<file path="src/rtl/tddr_pkg.sv">
package tddr_pkg;

	localparam int COORD_W   = 16;
	localparam int TIMER_W   = 16;
	localparam int CFG_W     = 16;
	localparam int CFG_IDX_W = 2;
	localparam int DT_W      = 10;
	localparam int OP_W      = 3;
	localparam int KIND_W    = 3;
	localparam int QDEPTH    = 4;
	localparam int QPTR_W    = $clog2(QDEPTH);
	localparam int QCNT_W    = $clog2(QDEPTH + 1);

	localparam logic [CFG_W-1:0] HOLD_RESET   = CFG_W'(200);
	localparam logic [CFG_W-1:0] WINDOW_RESET = CFG_W'(250);

	typedef logic signed [COORD_W-1:0] coord_t;

	typedef enum logic [CFG_IDX_W-1:0] {
		REG_HOLD   = 2'd0,
		REG_WINDOW = 2'd1
	} reg_idx_t;

	typedef enum logic [OP_W-1:0] {
		OP_PRESS   = 3'd0,
		OP_MOVE    = 3'd1,
		OP_RELEASE = 3'd2,
		OP_CANCEL  = 3'd3,
		OP_TICK    = 3'd4
	} op_t;

	typedef enum logic [KIND_W-1:0] {
		EV_ACCEPTED  = 3'd0,
		EV_REJECTED  = 3'd1,
		EV_DRAG      = 3'd2,
		EV_CLICK     = 3'd3,
		EV_DOUBLE    = 3'd4,
		EV_ENDED     = 3'd5,
		EV_CANCELLED = 3'd6
	} kind_t;

	typedef enum logic [3:0] {
		MODE_IDLE     = 4'b0001,
		MODE_PRESSED  = 4'b0010,
		MODE_DRAGGING = 4'b0100,
		MODE_CLICKED  = 4'b1000
	} mode_t;

	// dbl: double click, expands to a double click result and an ended result
	typedef struct packed {
		kind_t  kind;
		logic   dbl;
		coord_t fx;
		coord_t fy;
		coord_t tx;
		coord_t ty;
	} res_entry_t;

	typedef struct packed {
		logic empty;
		logic full;
	} q_stat_t;

endpackage

</file>
<file path="src/rtl/tddr_queue.sv">
module tddr_queue
	import tddr_pkg::*;
(
	input  logic       clk,
	input  logic       arst_n,
	input  logic       push,
	input  res_entry_t push_data,
	input  logic       pop,
	output res_entry_t head,
	output q_stat_t    qs
);

	res_entry_t        mem_q [QDEPTH];
	logic [QPTR_W-1:0] wr_ptr_q, rd_ptr_q;
	logic [QCNT_W-1:0] cnt_q;

	assign qs.empty = (cnt_q == '0);
	assign qs.full  = (cnt_q == QCNT_W'(QDEPTH));
	assign head     = mem_q[rd_ptr_q];

	always_ff @(posedge clk) begin
		if (push)
			mem_q[wr_ptr_q] <= push_data;
	end

	always_ff @(posedge clk or negedge arst_n) begin
		if (!arst_n) begin
			wr_ptr_q <= '0;
			rd_ptr_q <= '0;
			cnt_q    <= '0;
		end else begin
			if (push)
				wr_ptr_q <= wr_ptr_q + QPTR_W'(1);
			if (pop)
				rd_ptr_q <= rd_ptr_q + QPTR_W'(1);
			if (push && !pop)
				cnt_q <= cnt_q + QCNT_W'(1);
			else if (pop && !push)
				cnt_q <= cnt_q - QCNT_W'(1);
		end
	end

endmodule

</file>
<file path="config.mk">
export PLATFORM = sky130hd
export DESIGN_NAME = tddr_queue
export DESIGN_NICKNAME = d
export VERILOG_FILES = /design/src/rtl/tddr_pkg.sv /design/src/rtl/tddr_queue.sv
export SDC_FILE = /design/constraint.sdc
export NUM_CORES = 1
export LEC_CHECK = 0
export CORE_MARGIN = 2
export CORE_UTILIZATION = 45
export CTS_CLUSTER_DIAMETER = 50
export DETAILED_ROUTE_END_ITERATION = 6
export DONT_BUFFER_PORTS = 1
export HOLD_SLACK_MARGIN = 0.02
export SYNTH_ARGS = -nofsm -noshare
export SYNTH_HDL_FRONTEND = slang
export SYNTH_SLANG_ARGS = --single-unit
</file>
<file path="constraint.sdc">
create_clock -name clk -period 2.5 [get_ports clk]
set_clock_uncertainty 0.05 [all_clocks]
set_input_delay 0 -clock clk [delete_from_list [all_inputs] [get_ports clk]]
set_output_delay 0 -clock clk [all_outputs]
set_load 0.005 [all_outputs]
</file>
==> results_dict.tcl, run 1 <==
set metrics [dict create \
    path_max_fanout 21 \
    routed_via_density 5.415 \
    floorplan.initialDensity 0.4570 \
    die-width_um 155.2 \
    drt_first_pass_iters 4 \
    crit_path_start_kind "flop" \
    crit-reg2reg-launch "wr_ptr_q[0]$_DFFE_PN0P_" \
    cellLeakagePower_nw 4.026 \
    cellInternalPower_mw 10.19 \
    r2r_setup_slack_ps 730 \
    period_share 0.8922 \
    switching_share 0.2696 \
    post_synth_most_frequent_cells "edfxtp_1, mux4_2, buf_12, buf_2, dfrtp_1" \
    worst_skew_pair.late_latency_ps 540 \
    holdCritStartpoint "push_data[66]" \
    share_clk_of_total_power 0.306 \
    yosys_warnings 0 \
    first_global_vias 4797 \
    synthesis.area_per_instance_um2 26.37 \
    power.share.sequential 0.469 \
    synth_area_mm2 0.01028 \
    slew_viol_final 0 \
    whs_ps 108.2 \
    layout_cell_share_with_drive_strength_beyond_1 0.2640 \
    cts.clk_slew.worst_paths_ps 60 \
    drtAntennaViolNets 0 \
    timing.slew.headroom 0.6666 \
    setup_tns_ps 0 \
    die_area_mm2 0.02408 \
    r2r.worst_path.cells 4 \
    synth.net_count 468 \
    power.combinational.fraction 0.225 \
    postSynth.topFlopCell "edfxtp_1" \
    globalRouteTotalUtil 0.1510 \
    crit_arrival_ps 2180 \
    gp_routability_congestion 0.7136 \
    clock_buffers_created_by_tritoncts 30 \
    setup-violations-final 0 \
    grt_start_max_net_pins 42 \
    die_height_um 155.2 \
    finalWorstPathRequiredPeriod_ps 2231 \
    instances_no_fill 805 \
    routedWlPerCell_um 22.50 \
    cts_tree "done" \
    yosys_register_bits 279 \
    cts_sinks 279 \
    number_of_library_cell_types_mapped_by_synthesis 19 \
    worst_ep_required_time_ps 2450 \
    fp-row-count 55 \
    worstHoldPathType "primary input to flop" \
    synth-edff-count 272 \
    finalNetCount 573 \
    clock_tree.htree_level_count 1 \
    endpoint_of_the_worst_slack_reg_to_reg_timing_path "mem_q[2][59]$_DFFE_PP_" \
    synth_top_area_cells "edfxtp_1, mux4_2, dfrtp_1" \
    whs_path_depth 1 \
    worstSetupPathType "flop to primary output" \
    vdd.ir_drop.worst_uv 750.9 \
    synth.yosys.seq_area_share 0.8113 \
    postCtsSetupBuffers 0 \
    grt_first_pass_wirelength_mm 27.67 \
    synth.largest_area_cell "edfxtp_1" \
    grt.overflow.total 0 \
    synth-async-reset-ratio 0.02509 \
    top_level_ports 142 \
    yosys.cell_count.top_type "edfxtp_1" \
    synth_top_area_frac 0.7943 \
    grt_setup_unrepaired "false" \
    clock.fmax_mhz 448.3 \
    vias_after_detailed_routing 4359 \
    port_buffers 0 \
    fp.coreArea_mm2 0.02250 \
    power.density_cell_area_mw_per_mm2 1125 \
    postSynthCellCount 390 \
    cp-end-kind "primary output" \
    route.detailed.drc 0 \
    hold_viol_final 0 \
    cts_max_path_buffers 3 \
    syn2layout_area_growth_pct 20.59 \
    tightestPinTransition_ps 500.1 \
    dp_hpwl_mm 10.65 \
    status "finished clean" \
    drt_wl_total_mm 18.12 \
    timing.hold.worst_endpoint "mem_q[3][66]$_DFFE_PP_" \
    clk_root_buffer_cell "clkbuf_16" \
    antenna_found_initial 2 \
    initialDrtViolationCount 230 \
    net-switching-power_mw 3.761 \
    post-place-cells 676 \
    maxCapViolCount 0 \
]
-- cell usage in the layout, fill, tap and decap left out, drive strengths merged --
cell type / instances
nor3: 1
inv: 6
nor3b: 1
dlygate4sd3: 72
nand2: 2
and2: 4
dfrtp: 7
clkbuf: 37
edfxtp: 272
clkinvlp: 1
mux4: 68
diode: 1
buf: 17
mux2: 1
nor2: 1
bufinv: 2
xor2: 4
o21ai: 1
fa: 1
clkinv: 14
ha: 5
xnor2: 2
-- power by group through the flow --
stage / Sequential (mW) / Clock (mW) / Combinational, mW
after floorplan: 6.36 / 0 / 2.59
after global placement: 6.62 / 0 / 3.06
after detailed placement: 6.67 / 0 / 3.10
after CTS: 6.58 / 4.37 / 3.26
after global routing: 6.64 / 4.56 / 3.42
final: 6.55 / 4.26 / 3.14
-- repair_timing --
item / 4_1_cts / 5_1_grt
hold buffers: 72 / 0
hold endpoints to repair: 423 / 0
resized for setup: 0 / 0
-- metrics by stage --
stage / cell area, µm² / worst slack (ps) / utilization / power, mW
2_1_floorplan: 10290 / 546.7 / - / 8.956
3_3_place_gp: 10690 / 741.1 / 0.4751 / 9.682
3_5_place_dp: 10690 / 707.7 / 0.4751 / 9.766
4_1_cts: 12400 / 164.0 / 0.5510 / 14.21
5_1_grt: 12400 / 115.1 / 0.5511 / 14.62
6_report: 12400 / 269.5 / 0.5511 / 13.95
-- state kept, by name, summed over array words and instances (netlist names) --
| name | flops |
|---|---|
| mem_q | 272 |
| cnt_q | 3 |
| rd_ptr_q | 2 |
| wr_ptr_q | 2 |
-- worst max-delay path: stages (launching register included) --
cell and delay [ps]:
dfrtp_4 730, buf_4 330, mux4_2 560
-- layout make-up --
cell class	instances	area [µm²]
Timing Repair Buffer	89	948.4
Clock inverter	19	178.9
Tap cell	285	356.6
Clock buffer	37	807.0
Fill cell	1684	10100
Multi-Input combinational cell	91	1742
Sequential cell	279	8351
Inverter	4	15.01
Antenna cell	1	2.502
-- worst max path at each step --
stage / from / endpoint
floorplan: wr_ptr_q[0]$_DFFE_PN0P_ / mem_q[2][0]$_DFFE_PP_
global placement: wr_ptr_q[0]$_DFFE_PN0P_ / mem_q[2][4]$_DFFE_PP_
detailed placement: wr_ptr_q[0]$_DFFE_PN0P_ / mem_q[2][4]$_DFFE_PP_
CTS: rd_ptr_q[0]$_DFFE_PN0P_ / head[30]
global route: rd_ptr_q[0]$_DFFE_PN0P_ / head[30]
finish: rd_ptr_q[0]$_DFFE_PN0P_ / head[30]
-- logic make-up after synthesis --
| logic type | count (synthesis) | share of synthesized area |
|---|---|---|
| xor+xnor | 6 | 0.005110 |
| flops | 279 | 0.8113 |
| mux | 69 | 0.1500 |
| compound gates | 1 | 0.0004862 |
| fa+ha+maj | 6 | 0.008030 |
| simple gates | 9 | 0.004744 |
| buf+inv | 20 | 0.02032 |
-- layer usage --
metal / global-route usage / wire length [µm] / vias to the layer above
met5: 0 / 13 / -
li1: - / - / 1885
met2: 0.2512 / 8833 / 137
met1: 0.1952 / 7590 / 2302
met4: 0.03801 / 373 / 2
met3: 0.04875 / 1304 / 33
Note: power is estimated with default switching activity, not from simulation.
==> run 2: changes to the inputs <==
--- a/config.mk
+++ b/config.mk
@@ -5,7 +5,6 @@
 export SDC_FILE = /design/constraint.sdc
 export NUM_CORES = 1
 export LEC_CHECK = 0
-export CORE_MARGIN = 2
 export CORE_UTILIZATION = 45
 export CTS_CLUSTER_DIAMETER = 50
 export DETAILED_ROUTE_END_ITERATION = 6
==> run 2 against run 1 <==
Net effect: sequential share of layout area up 0.26 points; critical path depth unchanged; first-iteration DRC count up 5.7%; sequential power up 0.8%; via count down 0.25%; clock power up 4%; sequential cell count unchanged; maximum frequency down 4.1%; wire length down 1.4%; total power up 0.48%.
==> results_dict.tcl, run 2 (same netlist as run 1, synthesis figures left out) <==
set metrics [dict create \
    n_antenna_cell 0 \
    worst_ep_required_time_ps 2450 \
    power.density_cell_area_mw_per_mm2 1135 \
    tightestPinTransition_ps 605.5 \
    critPathMaxStageDelay_ps 820 \
    worstPathBufferInverterCount 1 \
    timing.slew.headroom 0.5963 \
    setup_tns_ps 0 \
    reg.largest.list "mem_q: 272 flops, cnt_q: 3 flops" \
    finalNetCount 572 \
    top_level_ports 142 \
    crit-reg2reg-launch "wr_ptr_q[0]$_DFFE_PN0P_" \
    globalRouteTotalUtil 0.1559 \
    dp_hpwl_mm 10.18 \
    holdCritStartpoint "push_data[47]" \
    cts.clk_slew.worst_paths_ps 60 \
    period_share 0.9302 \
    crit_arrival_ps 2280 \
    first_global_vias 4736 \
    post-place-cells 669 \
    commonest_cells_after_routing_fill_and_taps_aside "edfxtp_1, dlygate4sd3_1, mux4_2" \
    timing.hold.worst_endpoint "mem_q[1][47]$_DFFE_PP_" \
    port_buffers 0 \
    die_area_mm2 0.02346 \
    maxCapViolCount 0 \
    drtAntennaViolNets 0 \
    grt.overflow.total 0 \
    die-width_um 153.2 \
    largest_register_ffs 272 \
    vdd.ir_drop.worst_uv 657.5 \
    antenna_found_initial 0 \
    clock_tree.htree_level_count 1 \
    path_max_fanout 29 \
    status "finished clean" \
    crit_path_start_kind "flop" \
    r2r_setup_slack_ps 830 \
    clock.fmax_mhz 430.0 \
    cp-end-kind "primary output" \
    finalWorstPathRequiredPeriod_ps 2325 \
    route.detailed.drc 0 \
    vias_after_detailed_routing 4348 \
    clk_root_buffer_cell "clkbuf_16" \
    cts_max_path_buffers 3 \
    critical-path-top-delay-family "flip-flops" \
    grt_start_max_net_pins 69 \
    r2r.worst_path.cells 4 \
    fp.coreArea_mm2 0.02209 \
    worstHoldPathType "primary input to flop" \
    largest_register_by_flop_count "mem_q" \
    routedWlPerCell_um 22.42 \
    cts_sinks 279 \
    fp-row-count 54 \
    critical_path.cell_chain "buf_4 -> mux4_2" \
    clock_buffers_created_by_tritoncts 31 \
    initialDrtViolationCount 243 \
    floorplan.initialDensity 0.4655 \
    worst_skew_pair.late_latency_ps 540 \
    worstSetupPathType "flop to primary output" \
    drt_first_pass_iters 6 \
    whs_path_depth 1 \
    die_height_um 153.2 \
    slew_viol_final 0 \
    final_cell_area_mm2 0.01235 \
    timing.critical_path.slowest_stage_cell "dfrtp_4" \
    grt_setup_unrepaired "false" \
    gp_routability_congestion 0.7218 \
    dpl_cell_area_mm2 0.01062 \
    setup-violations-final 0 \
    cellLeakagePower_nw 4.012 \
    hold_viol_final 0 \
    syn2layout_area_growth_pct 20.12 \
    grt_first_pass_wirelength_mm 27.72 \
    cts_tree "done" \
    mostFrequentLayoutCell "edfxtp_1" \
    drt_wl_total_mm 17.87 \
    layout_cell_share_with_drive_strength_beyond_1 0.2650 \
    endpoint_of_the_worst_slack_reg_to_reg_timing_path "mem_q[2][29]$_DFFE_PP_" \
    instances_no_fill 797 \
    routed_via_density 5.455 \
    overall_power_of_the_completed_layout_mw 14.02 \
]
## run 2: what timing repair did
action | in CTS | in global routing
buffers inserted | 0 | 0
hold buffers | 72 | 0
resized for setup | 0 | 0
hold endpoints to repair | 441 | 0
## run 2: through the flow
step	utilization	setup slack, ps	hold WS (ps)
floorplan	-	546.7	-345.6
global placement	0.4807	657.4	-345.2
detailed placement	0.4807	659.3	-345.3
CTS	0.5591	59.11	73.74
global route	0.5591	1.517	91.63
finish	0.5591	174.6	110.6
## run 2: cell type report
class | instances | area, µm²
repair buffers | 87 | 883.3
flip-flops and latches | 279 | 8351
well taps | 280 | 350.3
inverters | 4 | 15.01
fillers | 1626 | 9741
clock buffers | 36 | 794.5
multi-input cells | 91 | 1742
clock inverters | 20 | 217.7
## run 2: report_power, final
part,internal (mW),leakage [nW],switching (mW)
Combinational,1.50,0.940,1.51
Sequential,6.13,2.58,0.468
Clock,2.69,0.494,1.72
Total,10.3,4.01,3.70
## run 2: how the worst max path moves through the flow
stage | start | endpoint | slack, ps | depth (start not counted)
floorplan | wr_ptr_q[0]$_DFFE_PN0P_ | mem_q[2][0]$_DFFE_PP_ | 550 | 3
global placement | rd_ptr_q[0]$_DFFE_PN0P_ | head[38] | 660 | 2
detailed placement | rd_ptr_q[0]$_DFFE_PN0P_ | head[45] | 660 | 2
CTS | rd_ptr_q[0]$_DFFE_PN0P_ | head[45] | 60 | 2
global route | rd_ptr_q[0]$_DFFE_PN0P_ | head[45] | 2 | 2
finish | rd_ptr_q[0]$_DFFE_PN0P_ | head[45] | 170 | 2
## run 2: worst reg2reg max path: cells and delay by family, from the launching register on
family        cells  cell delay [ps]
fa+ha+maj         1              140
buf+inv           2              460
flops             1              420
simple gates      1              280
## run 2: per-layer routing
layer  vias to the layer above  part of all wire  GRT usage
met2                       128              0.51     0.2668
met1                      2305              0.39     0.1931
met4                         0             0.021    0.04185
met3                        32             0.075    0.04707
met5                         -                 0          0
li1                       1883                 -          -
